==> config.mk <==
export PLATFORM = sky130hd
export DESIGN_NAME = pulse_window_speed_meter_flat
export DESIGN_NICKNAME = d
export VERILOG_FILES = /design/src/rtl/core/pwsm_pkg.sv /design/src/rtl/core/pwsm_in_if.sv /design/src/rtl/core/pwsm_out_if.sv /design/src/rtl/core/pwsm_cfg_if.sv /design/src/rtl/core/pwsm_front.sv /design/src/rtl/core/pwsm_fifo.sv /design/src/rtl/core/pwsm_div.sv /design/src/rtl/core/pwsm_back.sv /design/src/rtl/core/pulse_window_speed_meter.sv /design/src/flat_wrapper.sv
export SDC_FILE = /design/constraint.sdc
export NUM_CORES = 2
export LEC_CHECK = 0
export BUFFER_PORTS_ARGS = -buffer_cell sky130_fd_sc_hd__buf_2
export CAP_MARGIN = 10
export CORE_MARGIN = 3
export CORE_UTILIZATION = 30
export CTS_BUF_LIST = sky130_fd_sc_hd__clkbuf_16
export CTS_CLUSTER_DIAMETER = 50
export DETAILED_ROUTE_END_ITERATION = 10
export PLACE_DENSITY = 0.48
export RECOVER_POWER = 50
export SLEW_MARGIN = 10
export SYNTH_ARGS = -nofsm -noshare
export SYNTH_HDL_FRONTEND = slang
export SYNTH_HIERARCHICAL = 1
export SYNTH_SLANG_ARGS = --single-unit
==> constraint.sdc <==
create_clock -name clk_i -period 17.8 [get_ports clk_i]
set_clock_uncertainty 0.05 [all_clocks]
set_input_delay 2.67 -clock clk_i [delete_from_list [all_inputs] [get_ports clk_i]]
set_output_delay 2.67 -clock clk_i [all_outputs]
set_load 0.05 [all_outputs]
==> src/rtl/core/pwsm_pkg.sv <==
// ----------------------------------------------------------------------------
// pwsm_pkg
// Types and constants shared by the pulse window speed meter.
// ----------------------------------------------------------------------------
`default_nettype none

package pwsm_pkg;

  localparam int unsigned PeriodW = 32;
  localparam int unsigned SpeedW  = 16;
  localparam int unsigned CountW  = 8;
  localparam int unsigned CfgIdxW = 8;
  localparam int unsigned CfgDatW = 32;

  // Time / 1000 is at most 4294967, which needs 23 bits.
  localparam int unsigned DenW = 23;
  // Pulses * 60000 is at most 15300000, which needs 24 bits.
  localparam int unsigned NumW = 24;

  localparam logic [31:0] TimeDiv    = 32'd1000;
  localparam logic [31:0] SpeedScale = 32'd60000;
  // floor(2**41 / 1000); the product shifted by 41 is the quotient or one less.
  localparam logic [31:0] DivRecip   = 32'd2199023255;
  localparam int unsigned DivShift   = 41;

  localparam logic [SpeedW-1:0] SpeedMax = '1;
  localparam logic [CountW-1:0] CountMax = '1;

  // Register indexes of the configuration port.
  localparam logic [CfgIdxW-1:0] CfgPulseLimit   = 8'd0;
  localparam logic [CfgIdxW-1:0] CfgTimeLimit    = 8'd1;
  localparam logic [CfgIdxW-1:0] CfgMinWindowTime = 8'd2;
  localparam logic [CfgIdxW-1:0] CfgTimeoutPolls = 8'd3;

  // Reset values of the configuration registers.
  localparam logic [CountW-1:0]  RstPulseLimit    = 8'd100;
  localparam logic [PeriodW-1:0] RstTimeLimit     = 32'd2000000;
  localparam logic [PeriodW-1:0] RstMinWindowTime = 32'd1000;
  localparam logic [CountW-1:0]  RstTimeoutPolls  = 8'd5;

  typedef enum logic [1:0] {
    OP_CAPTURE,
    OP_SKIP,
    OP_POLL
  } op_e;

  typedef enum logic [2:0] {
    ST_IDLE,
    ST_MUL,
    ST_CORR,
    ST_DIV,
    ST_DONE
  } back_state_e;

  typedef struct packed {
    op_e                op;
    logic [PeriodW-1:0] period;
  } queue_item_t;

  typedef struct packed {
    logic [CountW-1:0]  pulse_limit;
    logic [PeriodW-1:0] time_limit;
    logic [PeriodW-1:0] min_window_time;
    logic [CountW-1:0]  timeout_polls;
  } cfg_t;

  typedef struct packed {
    logic            start;
    logic [NumW-1:0] num;
    logic [DenW-1:0] den;
  } div_req_t;

  typedef struct packed {
    logic            done;
    logic [NumW-1:0] quot;
  } div_rsp_t;

endpackage

`default_nettype wire

==> src/rtl/core/pwsm_in_if.sv <==
// ----------------------------------------------------------------------------
// pwsm_in_if
// Input channel: capture events and speed polls.
// ----------------------------------------------------------------------------
`default_nettype none

interface pwsm_in_if
  import pwsm_pkg::*;
();
  logic               valid;
  logic               ready;
  logic               command;
  logic [PeriodW-1:0] captured_period;
  logic               pin_high;

  modport source (output valid, output command, output captured_period,
                  output pin_high, input ready);
  modport sink   (input valid, input command, input captured_period,
                  input pin_high, output ready);
endinterface

`default_nettype wire

==> src/rtl/core/pwsm_out_if.sv <==
// ----------------------------------------------------------------------------
// pwsm_out_if
// Output channel: one result word per input word.
// ----------------------------------------------------------------------------
`default_nettype none

interface pwsm_out_if
  import pwsm_pkg::*;
();
  logic               valid;
  logic               ready;
  logic [SpeedW-1:0]  speed;
  logic [PeriodW-1:0] total_pulses;
  logic               window_latched;
  logic               speed_updated;

  modport source (output valid, output speed, output total_pulses,
                  output window_latched, output speed_updated, input ready);
  modport sink   (input valid, input speed, input total_pulses,
                  input window_latched, input speed_updated, output ready);
endinterface

`default_nettype wire

==> src/rtl/core/pwsm_cfg_if.sv <==
// ----------------------------------------------------------------------------
// pwsm_cfg_if
// Configuration write channel: register index and write data.
// ----------------------------------------------------------------------------
`default_nettype none

interface pwsm_cfg_if
  import pwsm_pkg::*;
();
  logic               valid;
  logic               ready;
  logic [CfgIdxW-1:0] index;
  logic [CfgDatW-1:0] data;

  modport source (output valid, output index, output data, input ready);
  modport sink   (input valid, input index, input data, output ready);
endinterface

`default_nettype wire

==> src/rtl/core/pwsm_front.sv <==
// ----------------------------------------------------------------------------
// pwsm_front
// Accepts input words, classifies them and pushes them into the queue.
// ----------------------------------------------------------------------------
`default_nettype none

module pwsm_front
  import pwsm_pkg::*;
(
  pwsm_in_if.sink     in_i,
  output logic        push_valid_o,
  output queue_item_t push_item_o,
  input  logic        push_ready_i
);

  op_e op;

  // A capture with the pin high changes nothing and is sent on as a skip.
  always_comb begin
    if (in_i.command) begin
      op = OP_POLL;
    end else if (in_i.pin_high) begin
      op = OP_SKIP;
    end else begin
      op = OP_CAPTURE;
    end
  end

  assign in_i.ready         = push_ready_i;
  assign push_valid_o       = in_i.valid;
  assign push_item_o.op     = op;
  assign push_item_o.period = in_i.captured_period;

endmodule

`default_nettype wire

==> src/rtl/core/pwsm_fifo.sv <==
// ----------------------------------------------------------------------------
// pwsm_fifo
// Short queue of classified words between the front and the back.
// ----------------------------------------------------------------------------
`default_nettype none

module pwsm_fifo
  import pwsm_pkg::*;
#(
  parameter int unsigned Depth = 2
) (
  input  logic        clk_i,
  input  logic        rst_ni,
  input  logic        push_valid_i,
  input  queue_item_t push_item_i,
  output logic        push_ready_o,
  output logic        pop_valid_o,
  output queue_item_t pop_item_o,
  input  logic        pop_ready_i
);

  localparam int unsigned PtrW = (Depth > 1) ? $clog2(Depth) : 1;
  localparam int unsigned CntW = $clog2(Depth + 1);

  queue_item_t mem_q [Depth];
  logic [PtrW-1:0] wr_ptr_q, wr_ptr_d;
  logic [PtrW-1:0] rd_ptr_q, rd_ptr_d;
  logic [CntW-1:0] count_q, count_d;
  logic            do_push, do_pop;

  assign push_ready_o = (count_q != CntW'(Depth));
  assign pop_valid_o  = (count_q != '0);
  assign pop_item_o   = mem_q[rd_ptr_q];
  assign do_push      = push_valid_i && push_ready_o;
  assign do_pop       = pop_valid_o && pop_ready_i;

  always_comb begin
    wr_ptr_d = wr_ptr_q;
    rd_ptr_d = rd_ptr_q;
    count_d  = count_q;
    if (do_push) begin
      wr_ptr_d = (wr_ptr_q == PtrW'(Depth - 1)) ? '0 : wr_ptr_q + 1'b1;
    end
    if (do_pop) begin
      rd_ptr_d = (rd_ptr_q == PtrW'(Depth - 1)) ? '0 : rd_ptr_q + 1'b1;
    end
    if (do_push && !do_pop) begin
      count_d = count_q + 1'b1;
    end else if (do_pop && !do_push) begin
      count_d = count_q - 1'b1;
    end
  end

  always_ff @(posedge clk_i or negedge rst_ni) begin
    if (!rst_ni) begin
      wr_ptr_q <= '0;
      rd_ptr_q <= '0;
      count_q  <= '0;
    end else begin
      wr_ptr_q <= wr_ptr_d;
      rd_ptr_q <= rd_ptr_d;
      count_q  <= count_d;
    end
  end

  always_ff @(posedge clk_i) begin
    if (do_push) begin
      mem_q[wr_ptr_q] <= push_item_i;
    end
  end

endmodule

`default_nettype wire

==> src/rtl/core/pwsm_div.sv <==
// ----------------------------------------------------------------------------
// pwsm_div
// Restoring divider, one quotient bit per cycle.
// ----------------------------------------------------------------------------
`default_nettype none

module pwsm_div
  import pwsm_pkg::*;
(
  input  logic     clk_i,
  input  logic     rst_ni,
  input  div_req_t req_i,
  output div_rsp_t rsp_o
);

  localparam int unsigned StepW = $clog2(NumW + 1);

  logic [NumW-1:0]  num_q;
  logic [DenW-1:0]  rem_q;
  logic [DenW-1:0]  den_q;
  logic [StepW-1:0] steps_q;
  logic             busy_q;
  logic             done_q;

  logic [DenW:0]   trial;
  logic            fits;
  logic [DenW:0]   diff;

  // The remainder stays below the divisor, so it always fits DenW bits.
  assign trial = {rem_q, num_q[NumW-1]};
  assign fits  = (trial >= {1'b0, den_q});
  assign diff  = trial - {1'b0, den_q};

  always_ff @(posedge clk_i or negedge rst_ni) begin
    if (!rst_ni) begin
      busy_q  <= 1'b0;
      done_q  <= 1'b0;
      steps_q <= '0;
    end else begin
      done_q <= 1'b0;
      if (req_i.start) begin
        busy_q  <= 1'b1;
        steps_q <= StepW'(NumW);
      end else if (busy_q) begin
        steps_q <= steps_q - 1'b1;
        if (steps_q == StepW'(1)) begin
          busy_q <= 1'b0;
          done_q <= 1'b1;
        end
      end
    end
  end

  always_ff @(posedge clk_i) begin
    if (req_i.start) begin
      num_q <= req_i.num;
      den_q <= req_i.den;
      rem_q <= '0;
    end else if (busy_q) begin
      rem_q <= fits ? diff[DenW-1:0] : trial[DenW-1:0];
      num_q <= {num_q[NumW-2:0], fits};
    end
  end

  assign rsp_o.done = done_q;
  assign rsp_o.quot = num_q;

endmodule

`default_nettype wire

==> src/rtl/core/pwsm_back.sv <==
// ----------------------------------------------------------------------------
// pwsm_back
// Carries out queued words: window accumulation, posts and speed updates.
// ----------------------------------------------------------------------------
`default_nettype none

module pwsm_back
  import pwsm_pkg::*;
(
  input  logic        clk_i,
  input  logic        rst_ni,
  input  cfg_t        cfg_i,
  input  logic        pop_valid_i,
  input  queue_item_t pop_item_i,
  output logic        pop_ready_o,
  output div_req_t    div_req_o,
  input  div_rsp_t    div_rsp_i,
  pwsm_out_if.source  out_o
);

  back_state_e state_q, state_d;

  logic [PeriodW-1:0] sum_q, sum_d;
  logic [CountW-1:0]  cnt_q, cnt_d;
  logic [PeriodW-1:0] total_q, total_d;
  logic [CountW-1:0]  lpulses_q, lpulses_d;
  logic [PeriodW-1:0] ltime_q, ltime_d;
  logic               new_q, new_d;
  logic [CountW-1:0]  posts_q, posts_d;
  logic [CountW-1:0]  missed_q, missed_d;
  logic [SpeedW-1:0]  speed_q, speed_d;
  logic [63:0]        prod_q, prod_d;
  logic [SpeedW-1:0]  qres_q, qres_d;

  logic               out_valid_q, out_valid_d;
  logic [SpeedW-1:0]  out_speed_q, out_speed_d;
  logic [PeriodW-1:0] out_total_q, out_total_d;
  logic               out_latched_q, out_latched_d;
  logic               out_updated_q, out_updated_d;
  logic               out_load;
  logic               out_free;

  logic [PeriodW-1:0] cap_sum;
  logic [CountW-1:0]  cap_cnt;
  logic               cap_latch;
  logic [DenW-1:0]    q_est;
  logic [PeriodW-1:0] q_scaled;
  logic [PeriodW-1:0] q_rem;
  logic [DenW-1:0]    den;
  logic [NumW-1:0]    num;
  logic [SpeedW-1:0]  quot_sat;

  assign out_free  = !out_valid_q || out_o.ready;

  assign cap_sum   = sum_q + pop_item_i.period;
  assign cap_cnt   = cnt_q + 1'b1;
  assign cap_latch = (cap_cnt == cfg_i.pulse_limit) || (cap_sum > cfg_i.time_limit);

  // Time / 1000 by reciprocal: the estimate is exact or one low.
  assign q_est    = prod_q[DivShift +: DenW];
  assign q_scaled = 32'(q_est) * TimeDiv;
  assign q_rem    = ltime_q - q_scaled;
  assign den      = q_est + DenW'(q_rem >= TimeDiv);
  assign num      = NumW'(32'(lpulses_q) * SpeedScale);
  assign quot_sat = (div_rsp_i.quot[NumW-1:SpeedW] != '0) ? SpeedMax
                                                          : div_rsp_i.quot[SpeedW-1:0];

  always_comb begin
    state_d       = state_q;
    sum_d         = sum_q;
    cnt_d         = cnt_q;
    total_d       = total_q;
    lpulses_d     = lpulses_q;
    ltime_d       = ltime_q;
    new_d         = new_q;
    posts_d       = posts_q;
    missed_d      = missed_q;
    speed_d       = speed_q;
    prod_d        = prod_q;
    qres_d        = qres_q;
    pop_ready_o   = 1'b0;
    div_req_o     = '0;
    out_load      = 1'b0;
    out_speed_d   = speed_q;
    out_total_d   = total_q;
    out_latched_d = 1'b0;
    out_updated_d = 1'b0;

    unique case (state_q)
      ST_IDLE: begin
        if (pop_valid_i && out_free) begin
          pop_ready_o = 1'b1;
          unique case (pop_item_i.op)
            OP_SKIP: begin
              out_load = 1'b1;
            end
            OP_CAPTURE: begin
              total_d     = total_q + 1'b1;
              out_total_d = total_d;
              out_load    = 1'b1;
              if (cap_latch) begin
                ltime_d       = cap_sum;
                lpulses_d     = cap_cnt;
                sum_d         = '0;
                cnt_d         = '0;
                new_d         = 1'b1;
                out_latched_d = 1'b1;
                if (posts_q != CountMax) begin
                  posts_d = posts_q + 1'b1;
                end
              end else begin
                sum_d = cap_sum;
                cnt_d = cap_cnt;
              end
            end
            OP_POLL: begin
              if (posts_q == '0) begin
                if (missed_q != CountMax) begin
                  missed_d = missed_q + 1'b1;
                end
                if (missed_q > cfg_i.timeout_polls) begin
                  speed_d = '0;
                end
                out_speed_d = speed_d;
                out_load    = 1'b1;
              end else begin
                posts_d  = posts_q - 1'b1;
                missed_d = '0;
                if ((ltime_q > cfg_i.min_window_time) && new_q) begin
                  new_d   = 1'b0;
                  state_d = ST_MUL;
                end else begin
                  out_load = 1'b1;
                end
              end
            end
            default: begin
              out_load = 1'b1;
            end
          endcase
        end
      end
      ST_MUL: begin
        prod_d  = 64'(ltime_q) * 64'(DivRecip);
        state_d = ST_CORR;
      end
      ST_CORR: begin
        if (den == '0) begin
          qres_d  = SpeedMax;
          state_d = ST_DONE;
        end else begin
          div_req_o.start = 1'b1;
          div_req_o.num   = num;
          div_req_o.den   = den;
          state_d         = ST_DIV;
        end
      end
      ST_DIV: begin
        if (div_rsp_i.done) begin
          qres_d  = quot_sat;
          state_d = ST_DONE;
        end
      end
      ST_DONE: begin
        if (out_free) begin
          speed_d       = qres_q;
          out_speed_d   = qres_q;
          out_updated_d = 1'b1;
          out_load      = 1'b1;
          state_d       = ST_IDLE;
        end
      end
      default: begin
        state_d = ST_IDLE;
      end
    endcase

    if (out_load) begin
      out_valid_d = 1'b1;
    end else if (out_o.ready) begin
      out_valid_d = 1'b0;
    end else begin
      out_valid_d = out_valid_q;
    end
  end

  always_ff @(posedge clk_i or negedge rst_ni) begin
    if (!rst_ni) begin
      state_q     <= ST_IDLE;
      sum_q       <= '0;
      cnt_q       <= '0;
      total_q     <= '0;
      lpulses_q   <= '0;
      ltime_q     <= '0;
      new_q       <= 1'b0;
      posts_q     <= '0;
      missed_q    <= '0;
      speed_q     <= '0;
      out_valid_q <= 1'b0;
    end else begin
      state_q     <= state_d;
      sum_q       <= sum_d;
      cnt_q       <= cnt_d;
      total_q     <= total_d;
      lpulses_q   <= lpulses_d;
      ltime_q     <= ltime_d;
      new_q       <= new_d;
      posts_q     <= posts_d;
      missed_q    <= missed_d;
      speed_q     <= speed_d;
      out_valid_q <= out_valid_d;
    end
  end

  always_ff @(posedge clk_i) begin
    prod_q <= prod_d;
    qres_q <= qres_d;
    if (out_load) begin
      out_speed_q   <= out_speed_d;
      out_total_q   <= out_total_d;
      out_latched_q <= out_latched_d;
      out_updated_q <= out_updated_d;
    end
  end

  assign out_o.valid          = out_valid_q;
  assign out_o.speed          = out_speed_q;
  assign out_o.total_pulses   = out_total_q;
  assign out_o.window_latched = out_latched_q;
  assign out_o.speed_updated  = out_updated_q;

endmodule

`default_nettype wire

==> src/rtl/core/pulse_window_speed_meter.sv <==
// ----------------------------------------------------------------------------
// pulse_window_speed_meter
// Reciprocal frequency counter: window of capture periods and polled speed.
// ----------------------------------------------------------------------------
//   channel  dir  handshake      payload
//   cfg_i    in   valid/ready    index, data (registers 0..3)
//   in_i     in   valid/ready    command, captured_period, pin_high
//   out_o    out  valid/ready    speed, total_pulses, window_latched,
//                                speed_updated
//
// Captures and idle polls are handled in the back end's idle state. A poll that
// computes a new speed runs the reciprocal multiply for time / 1000, then the
// one-bit-per-cycle divider (24 steps), and takes no new word meanwhile.
// Reset clears the control and counter state and loads the register defaults;
// no clearing pass. The input queue and the output register let either side stall alone.
// ----------------------------------------------------------------------------
`default_nettype none

module pulse_window_speed_meter
  import pwsm_pkg::*;
#(
  parameter int unsigned QueueDepth = 2
) (
  input  logic       clk_i,
  input  logic       rst_ni,
  pwsm_cfg_if.sink   cfg_i,
  pwsm_in_if.sink    in_i,
  pwsm_out_if.source out_o
);

  cfg_t        cfg_q;
  logic        push_valid;
  queue_item_t push_item;
  logic        push_ready;
  logic        pop_valid;
  queue_item_t pop_item;
  logic        pop_ready;
  div_req_t    div_req;
  div_rsp_t    div_rsp;

  assign cfg_i.ready = 1'b1;

  always_ff @(posedge clk_i or negedge rst_ni) begin
    if (!rst_ni) begin
      cfg_q.pulse_limit     <= RstPulseLimit;
      cfg_q.time_limit      <= RstTimeLimit;
      cfg_q.min_window_time <= RstMinWindowTime;
      cfg_q.timeout_polls   <= RstTimeoutPolls;
    end else if (cfg_i.valid) begin
      unique case (cfg_i.index)
        CfgPulseLimit:    cfg_q.pulse_limit     <= cfg_i.data[CountW-1:0];
        CfgTimeLimit:     cfg_q.time_limit      <= cfg_i.data[PeriodW-1:0];
        CfgMinWindowTime: cfg_q.min_window_time <= cfg_i.data[PeriodW-1:0];
        CfgTimeoutPolls:  cfg_q.timeout_polls   <= cfg_i.data[CountW-1:0];
        default: begin
        end
      endcase
    end
  end

  pwsm_front u_front (
    .in_i         (in_i),
    .push_valid_o (push_valid),
    .push_item_o  (push_item),
    .push_ready_i (push_ready)
  );

  pwsm_fifo #(
    .Depth (QueueDepth)
  ) u_fifo (
    .clk_i        (clk_i),
    .rst_ni       (rst_ni),
    .push_valid_i (push_valid),
    .push_item_i  (push_item),
    .push_ready_o (push_ready),
    .pop_valid_o  (pop_valid),
    .pop_item_o   (pop_item),
    .pop_ready_i  (pop_ready)
  );

  pwsm_div u_div (
    .clk_i  (clk_i),
    .rst_ni (rst_ni),
    .req_i  (div_req),
    .rsp_o  (div_rsp)
  );

  pwsm_back u_back (
    .clk_i       (clk_i),
    .rst_ni      (rst_ni),
    .cfg_i       (cfg_q),
    .pop_valid_i (pop_valid),
    .pop_item_i  (pop_item),
    .pop_ready_o (pop_ready),
    .div_req_o   (div_req),
    .div_rsp_i   (div_rsp),
    .out_o       (out_o)
  );

endmodule

`default_nettype wire
==> src/flat_wrapper.sv <==
// flat-port wrapper written by rule: the top's interface ports become plain ports
module pulse_window_speed_meter_flat import pwsm_pkg::*;
#(
  parameter int unsigned QueueDepth = 2
)
  (clk_i, rst_ni, cfg_i_valid, cfg_i_index, cfg_i_data, cfg_i_ready, in_i_valid, in_i_command, in_i_captured_period, in_i_pin_high, in_i_ready, out_o_valid, out_o_speed, out_o_total_pulses, out_o_window_latched, out_o_speed_updated, out_o_ready);
  pwsm_cfg_if cfg_i_i ();
  pwsm_in_if in_i_i ();
  pwsm_out_if out_o_i ();
  input  logic clk_i;
  input  logic rst_ni;
  input wire logic [$bits(cfg_i_i.valid)-1:0] cfg_i_valid;
  input wire logic [$bits(cfg_i_i.index)-1:0] cfg_i_index;
  input wire logic [$bits(cfg_i_i.data)-1:0] cfg_i_data;
  output wire logic [$bits(cfg_i_i.ready)-1:0] cfg_i_ready;
  input wire logic [$bits(in_i_i.valid)-1:0] in_i_valid;
  input wire logic [$bits(in_i_i.command)-1:0] in_i_command;
  input wire logic [$bits(in_i_i.captured_period)-1:0] in_i_captured_period;
  input wire logic [$bits(in_i_i.pin_high)-1:0] in_i_pin_high;
  output wire logic [$bits(in_i_i.ready)-1:0] in_i_ready;
  output wire logic [$bits(out_o_i.valid)-1:0] out_o_valid;
  output wire logic [$bits(out_o_i.speed)-1:0] out_o_speed;
  output wire logic [$bits(out_o_i.total_pulses)-1:0] out_o_total_pulses;
  output wire logic [$bits(out_o_i.window_latched)-1:0] out_o_window_latched;
  output wire logic [$bits(out_o_i.speed_updated)-1:0] out_o_speed_updated;
  input wire logic [$bits(out_o_i.ready)-1:0] out_o_ready;
  assign cfg_i_i.valid = cfg_i_valid;
  assign cfg_i_i.index = cfg_i_index;
  assign cfg_i_i.data = cfg_i_data;
  assign cfg_i_ready = cfg_i_i.ready;
  assign in_i_i.valid = in_i_valid;
  assign in_i_i.command = in_i_command;
  assign in_i_i.captured_period = in_i_captured_period;
  assign in_i_i.pin_high = in_i_pin_high;
  assign in_i_ready = in_i_i.ready;
  assign out_o_valid = out_o_i.valid;
  assign out_o_speed = out_o_i.speed;
  assign out_o_total_pulses = out_o_i.total_pulses;
  assign out_o_window_latched = out_o_i.window_latched;
  assign out_o_speed_updated = out_o_i.speed_updated;
  assign out_o_i.ready = out_o_ready;
  pulse_window_speed_meter #(.QueueDepth(QueueDepth)) u_core (.clk_i(clk_i), .rst_ni(rst_ni), .cfg_i(cfg_i_i), .in_i(in_i_i), .out_o(out_o_i));
endmodule
Yosys cells after proc, flatten, opt, wreduce, memory -nomap -nowiden
Memories as Yosys holds them, arrays and structs flattened.
Cells that the tools add are included.
{ "word_totals": {"ff_bits": 440, "ramBits": 68, "elab_cells": 179, "input_bits": 79, "mem_count": 1, "romBits": 0, "out_inout_bits": 53, "latch_bits": 0} }
{ "op_classes": {"reduce_logical": 35, "eq_ne": 25, "muxes": 65, "add_sub_neg": 14, "n_bitwise": 1, "div": 0, "n_shift": 0, "magnitude_cmp": 5, "mul": 3} }
{ "memory_table": {"columns": ["name", "words", "width", "read_ports", "rd_clocked_by_memory_dff", "write_ports", "line_no", "source"], "rows": [
  ["u_core.u_fifo.mem_q", 2, 34, 1, 0, 1, "pwsm_fifo.sv:25", "queue_item_t mem_q [Depth];"]
]} }
{ "ops": {"columns": ["operator", "count"], "rows": [
  ["two-way mux 16 bit", 8],
  ["two-way mux 32 bit", 4],
  ["two-way mux 48 bit", 2],
  ["greater-than comparator 32 bit", 2],
  ["multiplier 32 x 32 -> 64 bit (second input constant)", 1],
  ["case mux 16 bit (2 select lines)", 2],
  ["two-way mux 24 bit", 2],
  ["two-way mux 8 bit", 6],
  ["adder 32 x 1 -> 32 bit (second input constant)", 1],
  ["adder 32 bit", 1],
  [">= comparator 32 x 10 -> 1 bit (second input constant)", 1],
  ["subtractor 32 bit", 1],
  ["multiplier 23 x 7 -> 29 bit (second input constant)", 1],
  ["adder 8 x 1 -> 8 bit (second input constant)", 3],
  [">= comparator 24 x 23 -> 1 bit", 1],
  ["two-way mux 1 bit", 24],
  ["adder 23 x 1 -> 23 bit", 1],
  ["zero test 23 bit", 1],
  ["two-way mux 23 bit", 1],
  ["subtractor 23 bit", 1],
  ["two-way mux 3 bit", 7],
  ["!= test 2 bit (second input constant)", 10],
  ["multiplier 8 x 11 -> 19 bit (second input constant)", 1],
  ["AND reduction 6 bit", 3],
  ["34 further kinds", 63]
]} }

Depth between registers and ports, before layout
{ "logic_depth": {"ltp_word": 9, "depth_mapped": 46, "ltp_nobuf": 44} }

By module
Netlist, hierarchy kept.
{ "by_module_without_submodules": {"columns": ["module", "area_each_um2", "seq_area_each_um2", "instances", "cells_per_inst"], "rows": [
  ["pwsm_back", 36129.7, 6401.1, 1, 3709],
  ["pwsm_div", 4418.0, 2047.0, 1, 405],
  ["pulse_window_speed_meter", 3324.4, 2024.4, 1, 176],
  ["pwsm_fifo", 2798.9, 2142.1, 1, 124],
  ["pwsm_front", 276.5, 0.0, 1, 36]
]} }

Worst setup path before layout
Ideal clock, no wire load.
{ "synth_timing": {"path_type": "reg2reg", "from": "reg u_core.u_back.prod_q[46]", "to": "reg u_core.u_div.num_q[0] (enable)", "setup_ps": 359, "path_stages_with_launch": 41, "required_time_ps": 17391, "synth_period_minus_slack_ps": 10435, "t_arrival_ps": 10026, "path_slack_ps": 7365, "n_path_buf": 1, "path_cell_list": "edfxtp_1 -> inv_1 -> fa_1 -> fa_1 -> fa_1 -> fa_1 -> inv_1 -> ha_1 -> a21oi_1 -> o21ai_0 -> a211oi_1 -> o21a_1 -> a21oi_1 -> a211oi_1 -> a21oi_1 -> xnor2_1 -> ha_1 -> inv_1 -> [5 not listed] -> nand4_1 -> nor4_1 -> nand4_1 -> a2111o_1 -> ha_1 -> ha_1 -> and4_1 -> xnor2_1 -> nand2_1 -> or4_1 -> nor4_1 -> nand3_1 -> nor4_1 -> or3_1 -> inv_1 -> buf_6 -> nor2_1 -> inv_1"} }
{ "synth_rtl": {"columns": ["element", "line_no", "source"], "rows": [
  ["start: declaration", "pwsm_back.sv:32", "logic [63:0] prod_q, prod_d;"],
  ["start signal: assignment", "pwsm_back.sv:216", "prod_q <= prod_d;"],
  ["end signal: assignment", "pwsm_div.sv:56", "num_q <= req_i.num;"],
  ["end signal: assignment", "pwsm_div.sv:61", "num_q <= {num_q[NumW-2:0], fits};"],
  ["end: declaration", "pwsm_div.sv:18", "logic [NumW-1:0] num_q;"]
]} }

==> results.sh <==
export IMPL_status="finished with violations"
export IMPL_violations="capacitance limit, slew limit"
export IMPL_grtUsageTotal_pct=15.8
export IMPL_drt_wl_total_mm=125
export IMPL_arrival_ns=11.91
export IMPL_path_buf_inv=5
export IMPL_finalSetupViolCount=0
export IMPL_synth_edf_count=204
export IMPL_utilization_pct=33.5
export IMPL_tightestPinTransition_ns=6.92
export IMPL_nets=5830
export IMPL_coreArea_sq_mm=0.155
export IMPL_synth_commonest_cells="977 x inv_1, 688 x ha_1, 464 x fa_1"
export IMPL_slowest_stage="inv_1"
export IMPL_post_cts_buffers=0
export IMPL_synth_most_common_cell="inv_1"
export IMPL_cts_buffers=68
export IMPL_rr_worst_depth=39
export IMPL_routabilityCongestion=0.833
export IMPL_syn_area_sq_mm=0.0469
export IMPL_die_area_sq_mm=0.161
export IMPL_htreeDepth=3
export IMPL_crit_path_start_kind="register"
export IMPL_maxCapViolations=7
export IMPL_rsz0062_at_grt="no"
export IMPL_pin_count=132
export IMPL_whs_ns=0.425
export IMPL_area_growth_syn_to_layout_pct=10.4
export IMPL_ant_nets=0
export IMPL_hold_viol=0
export IMPL_vias=31100
export IMPL_start_util_pct=30.3
export IMPL_cts_hold_buffers=0
export IMPL_grt_pass1_wl_mm=198
export IMPL_fin_crit_sh_pct=66.3
export IMPL_holdPathStages=1
export IMPL_max_freq_mhz=84.7
export IMPL_ys_async_sr_fraction_pct=51.4
export IMPL_setup_worst_path_start="u_core/u_back/prod_q[46]"
export IMPL_r2r_end="u_core/u_div/num_q[12]"
export IMPL_wl_per_cell_microns=18.7
export IMPL_slew_violations=372
export IMPL_hold_end="u_core/u_back/total_q[31]"
export IMPL_firstDrtPassIters=5
export IMPL_worstSetupPathType="register to register"
export IMPL_cts_root_buf="clkbuf_16"
export IMPL_antenna_found_initial=17
export IMPL_layout_drive_gt1_share_pct=9.02
export IMPL_die_w_microns=402
export IMPL_ys_ff_latch=467
export IMPL_cts_path_max_buffers=3
export IMPL_place_area_sq_mm=0.0498
export IMPL_ys_seq_area_share_pct=26.9
export IMPL_grt_max_degree=120
export IMPL_required_ns=17.91
export IMPL_clock_latency_ns=0.61
export IMPL_yosysTopAreaCellShare_pct=19.8
export IMPL_ys_warn_count=6
export IMPL_ys_flop_type="dfrtp_1"
export IMPL_synth_area_leader_cell="fa_1"
export IMPL_cts_sinks=467
export IMPL_slowest_delay_ns=0.58
export IMPL_first_iter_violations=1567
export IMPL_grt_pass1_vias=33300
export IMPL_via_per_inst=4.64
export IMPL_hp_start="u_core/u_back/total_q[31]"
export IMPL_synth_area_leaders="fa_1 20%, ha_1 18%, edfxtp_1 13%"
export IMPL_syn_avg_cell_area_sq_um=10.6
export IMPL_design_area_sq_mm=0.0518
export IMPL_hold_class="register to register"
export IMPL_fin_crit_ns=11.80
export IMPL_timing_rr_start="u_core/u_back/prod_q[46]"
export IMPL_dieHeight_microns=402
export IMPL_dp_hpwl_mm=101
export IMPL_crit_path_max_fanout=24
export IMPL_relSlewSlack_pct=-361
export IMPL_io_buffers=130
export IMPL_grt_overflow_total=0
export IMPL_cts_resized=0
export IMPL_cp_end_kind="register"
export IMPL_setup_tns_ns=0
export IMPL_cts_tree="built"
export IMPL_ys_types=114
export IMPL_path_clk_slew_ns=0.06
export IMPL_syn_inst=4450
export IMPL_path_delay_family="simple AND/OR/NAND/NOR gates"
export IMPL_route_detailed_drc=0
export IMPL_rrSetupSlack_ns=6.00
export IMPL_rows=144
## cell type report
class	count	area (sq um)
Clock buffer	70	1750
Fill cell	15800	103000
Multi-Input combinational cell	2904	29800
Antenna cell	9	22.5
Tap cell	2044	2560
Sequential cell	467	12600
Inverter	978	3670
Clock inverter	55	510
Timing Repair Buffer	180	905
## metal layers
layer / GRT usage [%] / vias up / part of all wire [%]
met4: 3.81 / 0 / 2.2
met5: 0 / - / 0
met2: 26.1 / 517 / 47
li1: - / 15100 / -
met3: 2.65 / 123 / 4.9
met1: 21.5 / 15400 / 46
## how the worst max path moves through the flow
stage / end / cells past startpoint
after CTS: u_core/u_div/num_q[18] / 39
after global routing: u_core/u_div/num_q[18] / 39
after global placement: u_core/u_div/num_q[20] / 39
after floorplan: u_core/u_div/num_q[0] / 40
after detailed placement: u_core/u_div/num_q[20] / 39
final: u_core/u_div/num_q[12] / 39
## cells in the final DEF, fill, tap and decap left out, drive strengths merged, types with 11 or more instances in the layout
cell type / synthesis / final
edfxtp: 204 / 204
nand2b: 28 / 28
fa: 464 / 464
ha: 688 / 688
and3: 39 / 39
and2: 11 / 11
inv: 978 / 1009
nand3: 55 / 55
nand2: 220 / 220
o21bai: 22 / 22
dfstp: 18 / 18
nor2b: 31 / 31
o21ai: 134 / 134
clkbuf: 38 / 153
mux2: 150 / 150
o31ai: 28 / 28
buf: 66 / 97
xor2: 62 / 62
a22o: 27 / 27
or2: 30 / 30
clkinv: 0 / 15
a31oi: 16 / 16
nor4: 21 / 21
nor2: 156 / 156
xnor2: 136 / 136
a211oi: 23 / 23
o21a: 28 / 28
a21oi: 163 / 163
a311oi: 14 / 14
nor3: 45 / 45
dfrtp: 222 / 222
a21o: 95 / 95
dfxtp: 23 / 23
nand4: 56 / 56
## flip-flops by register name, indices dropped and copies added, names as in the netlist, 16 cells and up
name / flops
u_core/cfg_q: 80
u_core/u_back/ltime_q: 32
u_core/u_back/out_o.speed: 16
u_core/u_back/out_o.total_pulses: 32
u_core/u_back/prod_q: 23
u_core/u_back/qres_q: 16
u_core/u_back/speed_q: 16
u_core/u_back/sum_q: 32
u_core/u_back/total_q: 32
u_core/u_div/den_q: 23
u_core/u_div/num_q: 24
u_core/u_div/rem_q: 23
u_core/u_fifo/mem_q: 68
## per-stage QoR
step                      worst slack (ns)  instances
after global routing                  5.11       6700
after floorplan                       7.36       4454
after CTS                             5.98       6698
final                                 6.00       6707
after detailed placement              6.00       6573
after global placement                6.20       6573
## cell families after synthesis
group                      after synthesis  synth area share [%]
adders and majority gates             1152                  38.1
buffers and inverters                 1083                  9.44
and+or+nand+nor                        741                  7.96
AOI/OAI and AO/OA                      648                  9.40
DFF                                    467                  26.9
xor gates and xnor gates               198                  3.69
muxes                                  159                  4.50
other                                    2                0.0160
Power is left out: the tool's default activity adds up to more than one toggle a clock period on the data nets, which glitch-free logic cannot reach.
